===== config.mk =====
export PLATFORM = sky130hd
export DESIGN_NAME = md_message_padder_unit
export DESIGN_NICKNAME = d
export VERILOG_FILES = /design/src/hdl/mdp_pkg.sv /design/src/hdl/mdp_ctrl.sv /design/src/hdl/mdp_dpath.sv /design/src/hdl/md_message_padder_unit.sv
export VERILOG_INCLUDE_DIRS = /design/src /design/src/hdl
export SDC_FILE = /design/constraint.sdc
export NUM_CORES = 1
export LEC_CHECK = 0
export BUFFER_PORTS_ARGS = -buffer_cell sky130_fd_sc_hd__buf_4
export CORE_MARGIN = 8
export CORE_UTILIZATION = 55
export CTS_CLUSTER_SIZE = 28
export DETAILED_ROUTE_END_ITERATION = 8
export GPL_TIMING_DRIVEN = 0
export PLACE_DENSITY_LB_ADDON = 0.3
export SYNTH_ARGS = -nofsm -noshare
export SYNTH_HDL_FRONTEND = slang
export SYNTH_SLANG_ARGS = --single-unit

===== constraint.sdc =====
create_clock -name i_clk -period 4.2 [get_ports i_clk]
set_input_delay 0 -clock i_clk [delete_from_list [all_inputs] [get_ports i_clk]]
set_output_delay 0 -clock i_clk [all_outputs]
set_load 0.03 [all_outputs]

===== src/hdl/md_message_padder_unit_defines.svh =====
// Assertion macros shared by the message padder modules.
// Depends on nothing; the asserting module must have i_clk and i_rst_n in scope.
`ifndef MD_MESSAGE_PADDER_UNIT_DEFINES_SVH
`define MD_MESSAGE_PADDER_UNIT_DEFINES_SVH

`ifndef ASSERT_OFF
// Checked only while the block is out of reset.
`define MDP_ASSERT(lbl, prop, msg) \
    lbl: assert property (@(posedge i_clk) disable iff (!i_rst_n) (prop)) else $error(msg);
// Checked at every clock edge, reset included.
`define MDP_ASSERT_ALWAYS(lbl, prop, msg) \
    lbl: assert property (@(posedge i_clk) (prop)) else $error(msg);
`else
`define MDP_ASSERT(lbl, prop, msg)
`define MDP_ASSERT_ALWAYS(lbl, prop, msg)
`endif

`endif


===== src/hdl/mdp_pkg.sv =====
// Types, constants and the word packing function of the message padder.
// Used by the controller, the datapath and the top level; no dependencies.
package mdp_pkg;

    localparam int unsigned BLOCK_BYTES = 64;
    localparam int unsigned WORD_BYTES  = 4;
    localparam int unsigned POS_W       = $clog2(BLOCK_BYTES);
    localparam int unsigned IDX_W       = $clog2(BLOCK_BYTES / WORD_BYTES);

    localparam logic [7:0]       PAD_MARKER     = 8'h80;
    localparam logic [6:0]       BITS_PER_BYTE  = 7'd8;
    localparam logic [IDX_W-1:0] LEN_FIRST_IDX  = IDX_W'(BLOCK_BYTES / WORD_BYTES - 2);
    localparam logic [IDX_W-1:0] LAST_WORD_IDX  = IDX_W'(BLOCK_BYTES / WORD_BYTES - 1);

    localparam logic MODE_BYTE   = 1'b0;
    localparam logic MODE_FINISH = 1'b1;

    typedef enum logic [1:0] {
        S_IDLE,
        S_PAD,
        S_LEN
    } t_state;

    typedef enum logic [2:0] {
        CMD_NONE,
        CMD_BYTE,
        CMD_FIN_FIRST,
        CMD_PAD_ZERO,
        CMD_LEN_FIRST,
        CMD_LEN_LAST
    } t_dp_cmd;

    typedef struct packed {
        logic             out_free;
        logic             wrap;
        logic [IDX_W-1:0] word_idx;
    } t_dp_status;

    // b0 is the earliest byte of the word.
    function automatic logic [31:0] pack_word(input logic be, input logic [7:0] b0,
                                              input logic [7:0] b1, input logic [7:0] b2,
                                              input logic [7:0] b3);
        logic [31:0] w;
        if (be) begin
            w = {b0, b1, b2, b3};
        end else begin
            w = {b3, b2, b1, b0};
        end
        return w;
    endfunction

endpackage


===== src/hdl/mdp_ctrl.sv =====
// Sequencer of the message padder: accepts input transfers and steps the padding run.
// Depends on mdp_pkg and md_message_padder_unit_defines.svh.
`include "md_message_padder_unit_defines.svh"

module mdp_ctrl (
    input  logic               i_clk,
    input  logic               i_rst_n,
    input  logic               i_in_valid,
    input  logic               i_in_mode,
    output logic               o_in_ready,
    input  mdp_pkg::t_dp_status i_status,
    output mdp_pkg::t_dp_cmd    o_cmd
);

    mdp_pkg::t_state r_state;
    mdp_pkg::t_state n_state;

    always_ff @(posedge i_clk) begin
        if (!i_rst_n) begin
            r_state <= mdp_pkg::S_IDLE;
        end else begin
            r_state <= n_state;
        end
    end

    always_comb begin
        n_state    = r_state;
        o_cmd      = mdp_pkg::CMD_NONE;
        o_in_ready = 1'b0;
        case (r_state)
            mdp_pkg::S_IDLE: begin
                o_in_ready = i_status.out_free;
                if (i_in_valid && i_status.out_free) begin
                    if (i_in_mode == mdp_pkg::MODE_FINISH) begin
                        o_cmd   = mdp_pkg::CMD_FIN_FIRST;
                        n_state = mdp_pkg::S_PAD;
                    end else begin
                        o_cmd = mdp_pkg::CMD_BYTE;
                    end
                end
            end
            mdp_pkg::S_PAD: begin
                if (i_status.out_free) begin
                    if (i_status.word_idx == mdp_pkg::LEN_FIRST_IDX && !i_status.wrap) begin
                        o_cmd   = mdp_pkg::CMD_LEN_FIRST;
                        n_state = mdp_pkg::S_LEN;
                    end else begin
                        o_cmd = mdp_pkg::CMD_PAD_ZERO;
                    end
                end
            end
            mdp_pkg::S_LEN: begin
                if (i_status.out_free) begin
                    o_cmd   = mdp_pkg::CMD_LEN_LAST;
                    n_state = mdp_pkg::S_IDLE;
                end
            end
            default: begin
                n_state = mdp_pkg::S_IDLE;
            end
        endcase
    end

    `MDP_ASSERT(a_len_ends_run, (r_state == mdp_pkg::S_LEN && i_status.out_free) |=> (r_state == mdp_pkg::S_IDLE), "length run did not return to idle")
    `MDP_ASSERT(a_finish_starts_pad, (o_in_ready && i_in_valid && i_in_mode == mdp_pkg::MODE_FINISH) |=> (r_state == mdp_pkg::S_PAD), "finish did not start padding")
    `MDP_ASSERT(a_len_slot, (o_cmd == mdp_pkg::CMD_LEN_FIRST) |-> (i_status.word_idx == mdp_pkg::LEN_FIRST_IDX && !i_status.wrap), "length placed at wrong word")

endmodule


===== src/hdl/mdp_dpath.sv =====
// Datapath of the message padder: byte gathering, length count and output register.
// Depends on mdp_pkg and md_message_padder_unit_defines.svh.
`include "md_message_padder_unit_defines.svh"

module mdp_dpath (
    input  logic                i_clk,
    input  logic                i_rst_n,
    input  logic                i_cfg_wr_en,
    input  logic                i_cfg_wr_data,
    input  mdp_pkg::t_dp_cmd     i_cmd,
    input  logic [7:0]          i_data_byte,
    output mdp_pkg::t_dp_status  o_status,
    input  logic                i_out_ready,
    output logic                o_out_valid,
    output logic [31:0]         o_out_word,
    output logic [mdp_pkg::IDX_W-1:0] o_out_idx,
    output logic                o_out_last
);

    logic                        r_be;
    logic [23:0]                 r_pend;
    logic [mdp_pkg::POS_W-1:0]   r_pos;
    logic [63:0]                 r_bitlen;
    logic                        r_wrap;
    logic                        r_out_valid;
    logic [31:0]                 r_out_word;
    logic [mdp_pkg::IDX_W-1:0]   r_out_idx;
    logic                        r_out_last;

    logic [23:0]                 n_pend;
    logic [mdp_pkg::POS_W-1:0]   n_pos;
    logic [63:0]                 n_bitlen;
    logic                        n_wrap;
    logic                        n_out_valid;
    logic [31:0]                 n_out_word;
    logic [mdp_pkg::IDX_W-1:0]   n_out_idx;
    logic                        n_out_last;

    logic [1:0]                  lane;
    logic [mdp_pkg::IDX_W-1:0]   cur_idx;
    logic                        out_free;
    logic [7:0]                  fin_b [4];

    assign lane     = r_pos[1:0];
    assign cur_idx  = r_pos[mdp_pkg::POS_W-1:2];
    assign out_free = !r_out_valid || i_out_ready;

    // Bytes of the word that carries the pad marker: gathered bytes below the
    // marker lane, zeros above it.
    always_comb begin
        for (int j = 0; j < 4; j++) begin
            if (2'(j) < lane) begin
                fin_b[j] = r_pend[8*j +: 8];
            end else if (2'(j) == lane) begin
                fin_b[j] = mdp_pkg::PAD_MARKER;
            end else begin
                fin_b[j] = 8'h00;
            end
        end
    end

    always_comb begin
        n_pend      = r_pend;
        n_pos       = r_pos;
        n_bitlen    = r_bitlen;
        n_wrap      = r_wrap;
        n_out_valid = r_out_valid && !i_out_ready;
        n_out_word  = r_out_word;
        n_out_idx   = r_out_idx;
        n_out_last  = r_out_last;
        case (i_cmd)
            mdp_pkg::CMD_BYTE: begin
                n_bitlen = r_bitlen + 64'(mdp_pkg::BITS_PER_BYTE);
                n_pos    = r_pos + mdp_pkg::POS_W'(1);
                if (lane == 2'd3) begin
                    n_out_valid = 1'b1;
                    n_out_word  = mdp_pkg::pack_word(r_be, r_pend[7:0], r_pend[15:8],
                                                     r_pend[23:16], i_data_byte);
                    n_out_idx   = cur_idx;
                    n_out_last  = 1'b0;
                    n_pend      = 24'h0;
                end else if (lane == 2'd0) begin
                    n_pend = {16'h0, i_data_byte};
                end else begin
                    n_pend[8*lane +: 8] = i_data_byte;
                end
            end
            mdp_pkg::CMD_FIN_FIRST: begin
                n_out_valid = 1'b1;
                n_out_word  = mdp_pkg::pack_word(r_be, fin_b[0], fin_b[1], fin_b[2], fin_b[3]);
                n_out_idx   = cur_idx;
                n_out_last  = 1'b0;
                n_pend      = 24'h0;
                n_pos       = {cur_idx + mdp_pkg::IDX_W'(1), 2'b00};
                // The marker word sits in the length slot: pad out a whole extra block.
                n_wrap      = (cur_idx == mdp_pkg::LEN_FIRST_IDX);
            end
            mdp_pkg::CMD_PAD_ZERO: begin
                n_out_valid = 1'b1;
                n_out_word  = 32'h0;
                n_out_idx   = cur_idx;
                n_out_last  = 1'b0;
                n_pos       = {cur_idx + mdp_pkg::IDX_W'(1), 2'b00};
                n_wrap      = 1'b0;
            end
            mdp_pkg::CMD_LEN_FIRST: begin
                n_out_valid = 1'b1;
                n_out_word  = r_be ? r_bitlen[63:32] : r_bitlen[31:0];
                n_out_idx   = cur_idx;
                n_out_last  = 1'b0;
                n_pos       = {cur_idx + mdp_pkg::IDX_W'(1), 2'b00};
            end
            mdp_pkg::CMD_LEN_LAST: begin
                n_out_valid = 1'b1;
                n_out_word  = r_be ? r_bitlen[31:0] : r_bitlen[63:32];
                n_out_idx   = cur_idx;
                n_out_last  = 1'b1;
                n_pos       = '0;
                n_bitlen    = 64'h0;
                n_pend      = 24'h0;
                n_wrap      = 1'b0;
            end
            default: begin
            end
        endcase
    end

    always_ff @(posedge i_clk) begin
        if (!i_rst_n) begin
            r_be        <= 1'b0;
            r_pend      <= 24'h0;
            r_pos       <= '0;
            r_bitlen    <= 64'h0;
            r_wrap      <= 1'b0;
            r_out_valid <= 1'b0;
        end else begin
            if (i_cfg_wr_en) begin
                r_be <= i_cfg_wr_data;
            end
            r_pend      <= n_pend;
            r_pos       <= n_pos;
            r_bitlen    <= n_bitlen;
            r_wrap      <= n_wrap;
            r_out_valid <= n_out_valid;
        end
    end

    always_ff @(posedge i_clk) begin
        r_out_word <= n_out_word;
        r_out_idx  <= n_out_idx;
        r_out_last <= n_out_last;
    end

    assign o_status.out_free = out_free;
    assign o_status.wrap     = r_wrap;
    assign o_status.word_idx = cur_idx;
    assign o_out_valid       = r_out_valid;
    assign o_out_word        = r_out_word;
    assign o_out_idx         = r_out_idx;
    assign o_out_last        = r_out_last;

    `MDP_ASSERT(a_last_is_block_end, (r_out_valid && r_out_last) |-> (r_out_idx == mdp_pkg::LAST_WORD_IDX), "message end not on last word of a block")
    `MDP_ASSERT(a_run_clears_state, (i_cmd == mdp_pkg::CMD_LEN_LAST) |=> (r_pos == '0 && r_bitlen == 64'h0), "state not cleared after length")
    `MDP_ASSERT(a_emit_needs_room, (i_cmd != mdp_pkg::CMD_NONE) |-> out_free, "word issued into a full output register")

endmodule


===== src/hdl/md_message_padder_unit.sv =====
// Top level of the message padder: stream ports, configuration port and wiring.
// Depends on mdp_pkg, mdp_ctrl and mdp_dpath.
//
// The message padder is the front end of an MD5 or SHA style hash. Message bytes
// come in one per input transfer (tuser low) and leave as 32-bit words, each tagged
// with its index within the 64-byte block and a block end flag, packed little-endian
// (first byte in bits 7..0) or big-endian (first byte in bits 31..24) as the
// configuration bit selects. A finish transfer (tuser high, tdata ignored) appends
// the 0x80 marker, zero-fills to the last eight bytes of a block, adding a whole
// extra block when the marker lands in the last eight bytes, and closes with the
// 64-bit message length in bits, modulo 2^64: low word first in little-endian mode,
// high word first in big-endian mode. tlast marks the final word, after which the
// padder is ready for a new message. Message bytes may stream in back to back;
// every fourth byte produces one output word. A finish transfer starts a run of
// 3 to 18 words, one per cycle when the sink keeps tready high, and no input is
// taken until the run has left; the run length and the single output register
// set this figure. Input is also held off while the output register holds a word
// that the sink has not taken. The configuration bit is written with i_cfg_wr_en
// and should change only between messages or while idle.
module md_message_padder_unit (
    input  logic        i_clk,
    input  logic        i_rst_n,
    // Configuration: bit 0 selects big-endian packing.
    input  logic        i_cfg_wr_en,
    input  logic        i_cfg_wr_data,
    // Input stream.
    input  logic        i_s_axis_tvalid,
    output logic        o_s_axis_tready,
    input  logic [7:0]  i_s_axis_tdata,   // [7:0] data_byte
    input  logic        i_s_axis_tuser,   // [0] mode (0 byte, 1 finish)
    // Output stream.
    output logic        o_m_axis_tvalid,
    input  logic        i_m_axis_tready,
    output logic [31:0] o_m_axis_tdata,   // [31:0] word
    output logic [4:0]  o_m_axis_tuser,   // [3:0] word_index, [4] block_end
    output logic        o_m_axis_tlast    // message_end
);

    mdp_pkg::t_dp_status            status;
    mdp_pkg::t_dp_cmd               cmd;
    logic [mdp_pkg::IDX_W-1:0]      out_idx;

    mdp_ctrl u_ctrl (
        .i_clk      (i_clk),
        .i_rst_n    (i_rst_n),
        .i_in_valid (i_s_axis_tvalid),
        .i_in_mode  (i_s_axis_tuser),
        .o_in_ready (o_s_axis_tready),
        .i_status   (status),
        .o_cmd      (cmd)
    );

    mdp_dpath u_dpath (
        .i_clk         (i_clk),
        .i_rst_n       (i_rst_n),
        .i_cfg_wr_en   (i_cfg_wr_en),
        .i_cfg_wr_data (i_cfg_wr_data),
        .i_cmd         (cmd),
        .i_data_byte   (i_s_axis_tdata),
        .o_status      (status),
        .i_out_ready   (i_m_axis_tready),
        .o_out_valid   (o_m_axis_tvalid),
        .o_out_word    (o_m_axis_tdata),
        .o_out_idx     (out_idx),
        .o_out_last    (o_m_axis_tlast)
    );

    // Block end is the last word position of a block.
    assign o_m_axis_tuser = {out_idx == mdp_pkg::LAST_WORD_IDX, out_idx};

endmodule


* Word-level counts from Yosys, hierarchy flattened
Cells that the tools add are included.
Word-level totals: bits in registers 136, input bits 15, output and inout port bits 40, logic and storage cells 102
Operators by class: add/sub/neg operators 4, magnitude comparators 4, equal/unequal tests 19, shift-type cells 2, multiplexer cells 40, reductions and logical operators 23
Operator list (count):
- two-way mux 32 bit | 5
- one-hot mux 32 bit (5 select lines) | 1
- one-hot mux 64 bit (2 select lines) | 1
- adder 64 x 4 -> 64 bit (second input constant) | 1
- two-way mux 8 bit | 8
- two-way mux 24 bit | 2
- one-hot mux 24 bit (2 select lines) | 1
- negator 5 -> 34 bit | 1
- variable shift 8 x 34 -> 24 bit (first input constant) | 1
- indexed part select 8 x 34 -> 24 bit | 1
- bitwise mux 24 bit | 1
- one-hot mux 6 bit (3 select lines) | 1
- two-way mux 2 bit | 6
- two-way mux 3 bit | 4
- inequality test 2 x 1 -> 1 bit (second input constant) | 5
- one-hot mux 3 bit (3 select lines) | 1
- == test 4 bit (second input constant) | 2
- one-hot mux 4 bit (2 select lines) | 1
- nonzero test 2 bit | 4
- adder 6 x 1 -> 6 bit (second input constant) | 1
- == test 3 x 2 -> 1 bit (second input constant) | 2
- == test 3 bit (second input constant) | 2
- one-hot mux 2 bit (3 select lines) | 1
- AND reduction 2 bit | 3
- other kinds (23) | 36

* Depth between registers and ports, before layout
Gate-level depths: netlist (run 1).
depth after elaboration 9, gate-level depth with buffers 8, depth with buffers taken out 7

* Modules after synthesis
A second synthesis (run 1) with hierarchy kept.
Second synthesis, totals: cells, all modules 842, area, all modules 7330.8 um2
By module, submodules not included:
- mdp_dpath | instances 1, cells an instance 819, area each 7151.9 um2, sequential area each 2992.9 um2
- mdp_ctrl | instances 1, cells an instance 22, area each 170.2 um2, sequential area each 40.0 um2
- md_message_padder_unit | instances 1, cells an instance 1, area each 8.8 um2, sequential area each 0.0 um2

* Least setup slack after synthesis (run 1)
Ideal clock, no wire load.
kind register to register, start point register u_dpath.r_out_valid, in the netlist u_dpath.o_out_valid, end point register u_dpath.r_out_word[0], in the netlist u_dpath.o_out_word[0] (enable), setup time 432 ps, arrival time 2748 ps, required time 3768 ps, slack 1020 ps, cell stages (with the launch flop) 6, path buffers 2, period minus slack after synthesis 3180 ps, cells stage by stage dfxtp_1 nor2b_1 buf_2 buf_2 nor3_2 a21oi_1
Between the ends: word-level cells in the longest chain between the ends 8, elaborated cells between the ends (all ways) 15, classes of those cells eq/ne (6); mux (4); reduce/logical (5)
RTL lines:
- start: declaration | line mdp_dpath.sv:25 | logic r_out_valid;
- start signal: assignment | line mdp_dpath.sv:144 | r_out_valid <= n_out_valid;
- logical NOT 1 bit * | line mdp_dpath.sv:46 | assign out_free = !r_out_valid || i_out_ready;
- logical OR 1 bit * | line mdp_dpath.sv:46
- logical AND 1 bit | line mdp_ctrl.sv:33 | if (i_in_valid && i_status.out_free) begin
- two-way mux 3 bit | line mdp_ctrl.sv:33
- one-hot mux 3 bit (3 select lines) * | line mdp_ctrl.sv:30 | case (r_state)
- == test 3 x 2 -> 1 bit, or another cell as far along | line mdp_dpath.sv:71 | case (i_cmd)
- nonzero test 5 bit (no line) or inequality test 2 x 1 -> 1 bit (tied branches)
- AND reduction 2 bit (no line) *
- end signal: assignment | line mdp_dpath.sv:149 | r_out_word <= n_out_word;
- end: declaration | line mdp_dpath.sv:26 | logic [31:0] r_out_word;
Mark *: on every way between the ends. The rest lies on a longest branch, timed or not. A chain may end at the register's enable or synchronous reset.

* Worst setup path after layout (run 1)
start point register u_dpath.r_pos[2] (netlist bit), end point register u_dpath.r_out_word[23], in the netlist u_dpath.o_out_word[23] (data pin)
Between the ends: word-level cells in the longest chain between the ends 7, elaborated cells between the ends (all ways) 11, classes of those cells eq/ne (6); mux (4); reduce/logical (1)
RTL lines:
- start: declaration | line mdp_dpath.sv:22 | logic [mdp_pkg::POS_W-1:0] r_pos;
- start signal: assignment | line mdp_dpath.sv:141 | r_pos <= n_pos;
- == test 4 bit * | line mdp_ctrl.sv:44 | if (i_status.word_idx == mdp_pkg::LEN_FIRST_IDX && !i_status.wrap) begin
- logical AND 1 bit * | line mdp_ctrl.sv:44
- two-way mux 3 bit * | line mdp_ctrl.sv:44
- two-way mux 3 bit * | line mdp_ctrl.sv:43 | if (i_status.out_free) begin
- one-hot mux 3 bit (3 select lines) * | line mdp_ctrl.sv:30
- == test 3 bit, or another cell as far along | line mdp_dpath.sv:71
- one-hot mux 32 bit (5 select lines) * | line mdp_dpath.sv:71
- net u_dpath.n_out_word[23] | line mdp_dpath.sv:35 | logic [31:0] n_out_word;
Mark *: on every way through the listed nets, which the timed path passes. The rest lies on a longest branch.

==> impl_metrics.csv, run 1 <==
group,metric,value,unit
drt,num_vias,7482,
global_route,grt_max_degree,33,
cts,post_cts_resized,0,
critical_path,cp_data_arrival_time,3050,ps
die,die_x,131,microns
die,row_count,42,
global_route,grt_usage,28.1,%
flow_run,cap_viol_max_count,0,
pwr,p_clk_share,42.8,%
placed_design,gp_congestion,0.993,
drt,drt-pass1-iter-count,9,
placed_design,dp_slack,1360,ps
cts,clk_pin_slew,60,ps
finish,final_cells,1113,
synth,synth_edf_count,37,
finish,area_growth,18.2,%
sta,max_freq,0.345,GHz
global_route,grt_pass1_vias,6755,
die,pin_count,55,
finish,drive_above_1_share,12.4,%
pwr,p_int,2.38,mW
pwr,p_sw,0.884,mW
global_route,use_met2,40.5,%
sta,post-route-period-util,69.0,%
cts,cts-root-to-sink-buffers,2,
critical_path,start_kind,"flop",
synth,ys_ff_latch,133,
finish,fillers,1026,
drt,drc,5,
placed_design,dp_hpwl,16600,microns
pwr,combPwrFrac,13.9,%
synth,syn_area,7210,sq um
drt,wirelength,23300,microns
sta,holdWs,103,ps
sta,skew,7.14,ps
sta,tightest_slew,926,ps
drt,first_iter_violations,1306,
finish,final_nets,947,
die,die_h,131,microns
sta,slew_violations,0,
sta,max_slew_margin,37.8,%
cts,clkLatencyLatePin,430,ps
pwr,power_density,382,nW/um^2
synth,synth_area_leaders,"dfxtp_1 (27%), edfxtp_1 (15%), a21oi_1 (4.6%), a221oi_1 (4.4%), nor2_1 (4.1%)",
cts,cts_hold_buffers,11,
sta,finalSetupViolations,0,
sta,fin_ws,1300,ps
critical_path,crit_type,"reg -> reg",
global_route,grt_overflow,0,
placed_design,numPortBuffers,54,
drt,wl_per_cell,20.9,microns
synth,synthDistinctLibCells,58,
cts,cts_sinks,133,
synth,synth_nets,862,
cts,cts_tree,"done",
global_route,antenna_found_initial,0,
global_route,use_met1,36.6,%
status,status,"complete, but fails checks",
sta,fin_setup_tns,0,ps
pwr,swShare,27.1,%
drt,via_per_inst,6.72,
synth,syn_area_per_cell,8.60,sq um
global_route,grtUsageMet3,8.44,%
sta,fin_crit,2900,ps
synth,async_flop_share,0,%
die,die-area,17000,sq um
pwr,p_seq_share,43.3,%
synth,yosysWarnings,0,
synth,yosysTopAreaCell,"dfxtp_1",
finish,final_util,65.4,%
cts,htreeDepth,4,
synth,synth_top_cell_area_share,26.6,%
synth,yosysSeqAreaShare,42.0,%
die,start_util,55.4,%
sta,rsz0062_at_grt,"false",
critical_path,cp-end-kind,"flop",
cts,cts-root-buf,"clkbuf_16",
critical_path,crit_fanout,9,
finish,antenna_cells,0,
synth,ys.flop_type,"dfxtp_1",
drt,ant_nets,0,
pwr,ir_drop,0.000267,V
placed_design,dp.cells,1070,
global_route,grt_pass1_wl,36900,microns
cts,post_cts_buffers,0,
sta,hold_viol,0,
global_route,grt-busiest-layer,"met2",
critical_path,required,4350,ps
synth,netlist_instances,839,
hold_path,hold_class,"in -> reg",
cts,cts_buffers,17,
status,violations,"design-rule violations",
die,design.core.area,13000,sq um
pwr,p_leak,2.86,nW
-- layout by cell type, fill, tap and decap left out, types with 36 or more instances in the layout --
master / count
a21oi_1: 66
a221oi_1: 36
buf_4: 54
clkbuf_1: 49
dfxtp_1: 96
edfxtp_1: 37
nand2_1: 71
nand3_1: 40
nor2_1: 79
o21ai_0: 44
-- area by class of cell --
cell class	instances	area, sq um	share of cell area [%]
plain buffers	64	262	3.07
flip-flops and latches	133	3030	35.6
clock buffers	23	469	5.50
clock inverters	9	76.3	0.895
inverters	16	60.1	0.704
multi-input cells	626	3870	45.4
well taps	176	220	2.58
repair buffers	66	536	6.28
-- flip-flops by register name, summed over array words and instances, names as in the netlist --
name / flops
u_dpath.o_out_idx: 4
u_dpath.o_out_last: 1
u_dpath.r_be: 1
u_dpath.r_pos: 6
u_dpath.o_out_valid: 1
u_dpath.r_bitlen: 61
u_ctrl.r_state: 2
u_dpath.o_out_word: 32
u_dpath.r_pend: 24
u_dpath.r_wrap: 1
-- final timing paths --
path	startpoint	endpoint	slack [ps]	depth (start not counted)
max	u_dpath.r_pos[2]	u_dpath.o_out_word[23]	1300	7
min	i_s_axis_tvalid	u_dpath.r_pos[5]	100	4
max reg2reg	u_dpath.r_pos[2]	u_dpath.o_out_word[23]	1300	7
min reg2reg	u_dpath.r_pend[20]	u_dpath.r_pend[20]	470	2
-- cell usage after synthesis (9+ instances only) --
library cell / n
or4_1: 19
clkbuf_1: 44
and3_1: 13
dfxtp_1: 96
xor2_1: 10
xnor2_1: 14
o21ai_0: 44
a221oi_1: 36
nand3_1: 40
buf_2: 16
nand2_1: 71
nor2_1: 79
o22ai_1: 9
inv_1: 16
a21oi_1: 67
a22oi_1: 21
nor2b_1: 13
nor4_1: 11
nand4_1: 22
or3_1: 19
o31ai_1: 19
a21o_1: 9
edfxtp_1: 37
a31oi_1: 10
-- kinds of logic (layout without fill, tap and decap cells) --
family / count (synthesis) / in the layout / share of synthesized area, %
AO/OA/AOI/OAI: 263 / 263 / 24.6
AND/OR/NAND/NOR: 324 / 324 / 23.6
multiplexers: 7 / 7 / 1.01
XOR/XNOR: 24 / 24 / 2.91
flip-flops: 133 / 133 / 42.0
buffers and inverters: 80 / 178 / 4.46
adder cells (fa/ha/maj): 8 / 8 / 1.39
-- per-stage QoR --
| stage | total power [mW] | area, sq um |
|---|---|---|
| 2_1_floorplan | 1.71 | 7210 |
| 3_3_place_gp | 1.86 | 7840 |
| 3_5_place_dp | 1.87 | 7870 |
| 4_1_cts | 3.25 | 8530 |
| 5_1_grt | 3.35 | 8530 |
| 6_report | 3.26 | 8530 |
-- power by group through the flow --
stage / clock [mW] / combinational, mW / sequential (mW)
after global routing: 1.45 / 0.480 / 1.42
after global placement: 0 / 0.422 / 1.44
after detailed placement: 0 / 0.431 / 1.44
after CTS: 1.39 / 0.443 / 1.41
after floorplan: 0 / 0.187 / 1.52
final: 1.40 / 0.453 / 1.41
-- critical path, stage by stage (launching register included) --
cell	delay (ps)
dfxtp_1	460
inv_1	80
ha_1	230
and4b_1	220
a31oi_1	570
nor2_1	360
a222oi_1	540
a21oi_1	170
-- per-layer routing --
metal  part of all wire, %  vias up
met5                     0        -
met2                    42      494
met4                   5.8        0
li1                      -     3386
met3                    13       98
met1                    40     3504
(Power assumes the default switching activity.)
==> inputs of run 2 (changes only) <==
clock period = 2.7 ns   (was 4.2 ns; I/O delays follow)
==> impl_metrics.csv, run 2 (synthesis gave the netlist of run 1 again) <==
group,metric,value,unit
finish,layout.cells.most_common,"dfxtp_1",
sta,slew_violations,0,
critical_path,crit_type,"reg -> reg",
global_route,antenna_found_initial,0,
placed_design,gp_congestion,1.01,
die,design.core.area,13000,sq um
hold_path,hold_start,"i_s_axis_tvalid",
drt,wirelength,23700,microns
critical_path,worstRegToRegCells,6,
sta,rsz0062_at_grt,"false",
placed_design,dp_hpwl,16800,microns
finish,final_nets,947,
die,start_util,55.4,%
critical_path,cp_data_arrival_time,2820,ps
critical_path,required,2870,ps
sta,tightest_slew,938,ps
sta,post-route-period-util,98.2,%
status,status,"complete, but fails checks",
global_route,grt_usage,28.4,%
placed_design,dp_slack,-205,ps
sta,fin_crit,2650,ps
placed_design,numPortBuffers,54,
global_route,grt_overflow,0,
finish,area_growth,19.6,%
pwr,p_leak,2.90,nW
drt,drt-pass1-iter-count,9,
die,die_x,131,microns
critical_path,critPathLaunch,"u_dpath.r_pos[0]",
pwr,power,5.33,mW
sta,fin_ws,49.8,ps
drt,num_vias,7486,
critical_path,crit_fanout,10,
hold_path,hold_class,"in -> reg",
critical_path,endpoint,"u_dpath.o_out_word[30]",
drt,via_per_inst,6.73,
finish,drive_above_1_share,12.9,%
flow_run,cap_viol_max_count,0,
sta,hold_viol,0,
sta,max_freq,0.377,GHz
critical_path,worst-r2r-setup-slack,50,ps
critical_path,r2r_start,"u_dpath.r_pos[0]",
drt,ant_nets,0,
cts,cts-root-buf,"clkbuf_16",
sta,finalSetupViolations,0,
die,die_h,131,microns
status,violations,"design-rule violations",
finish,largest_register_ffs,61,
pwr,power_density,618,nW/um^2
cts,cts-root-to-sink-buffers,2,
die,die-area,17000,sq um
drt,first_iter_violations,1131,
die,row_count,42,
global_route,grt_max_degree,33,
global_route,grt_pass1_wl,36900,microns
cts,cts_sinks,133,
finish,seq_area,3030,sq um
finish,antenna_cells,0,
global_route,grt_pass1_vias,6696,
pwr,ir_drop,0.000460,V
sta,skew,6.46,ps
finish,regMostFlops,"u_dpath.r_bitlen",
critical_path,cp-end-kind,"flop",
cts,cts_buffers,17,
drt,drc,1,
cts,clkLatencyLatePin,430,ps
cts,post_cts_buffers,0,
cts,cts_tree,"done",
sta,max_slew_margin,37.3,%
critical_path,start_kind,"flop",
finish,fillers,1077,
finish,final_cell_mix,"dfxtp_1 (96), nor2_1 (78), nand2_1 (71)",
critical_path,timing.rr.end,"u_dpath.o_out_word[30]",
finish,multiInputGateArea,3910,sq um
die,pin_count,55,
cts,clk_pin_slew,50,ps
cts,htreeDepth,4,
drt,wl_per_cell,21.3,microns
finish,final_util,66.2,%
-- run 2: where the power goes --
part | internal (mW) | switching [mW] | leakage (nW)
combinational | 0.234 | 0.479 | 1.46
sequential | 2.15 | 0.0414 | 1.15
clock | 1.54 | 0.891 | 0.293
-- run 2: worst min-delay path by stage --
stage                       endpoint  slack (ps)  cells after the start
floorplan           u_dpath.r_pos[2]         130                      1
global placement    u_dpath.r_pos[2]         240                      2
finish              u_dpath.r_pos[5]         190                      4
CTS                 u_dpath.r_pos[5]         170                      4
global route        u_dpath.r_pos[5]         200                      4
detailed placement  u_dpath.r_pos[2]         250                      2
-- run 2: worst max-delay path, cell delays in order (launching register included) --
cell and delay [ps]:
dfxtp_1 480, inv_1 190, ha_1 330, nor4_2 480
buf_2 300, a22oi_1 90, a221oi_1 510
-- run 2: repair_timing --
| item | in CTS | in global routing |
|---|---|---|
| resized for setup | 3 | 3 |
| gates cloned | 0 | 0 |
| hold endpoints to repair | 26 | 0 |
| hold buffers | 11 | 0 |
| setup endpoints to repair | 7 | 11 |
| pin swaps | 0 | 0 |
-- run 2: per-layer routing --
layer | GRT usage [%] | wire, microns | vias to the layer above
met2 | 41.9 | 10200 | 532
met4 | 17.0 | 1250 | 0
li1 | - | - | 3396
met1 | 37.1 | 9400 | 3476
met3 | 6.53 | 2890 | 82
met5 | 0 | 0 | -
-- run 2: metrics by stage --
step | hold WS [ps] | setup TNS [ps] | cell area, sq um | cells
floorplan | 133 | 0 | 7220 | 839
global placement | 242 | -8630 | 7840 | 1069
detailed placement | 252 | -539 | 7870 | 1070
CTS | 175 | 0 | 8610 | 1113
global route | 198 | 0 | 8630 | 1113
finish | 194 | 0 | 8630 | 1113
-- run 2: layout make-up --
class                           instances  share of cell area, %
Buffer                                 64                   3.03
Sequential cell                       133                   35.2
Inverter                               16                  0.696
Multi-Input combinational cell        626                   45.3
Timing Repair Buffer                   66                   6.21
Clock buffer                           18                   4.97
Clock inverter                         14                   2.12
Tap cell                              176                   2.55
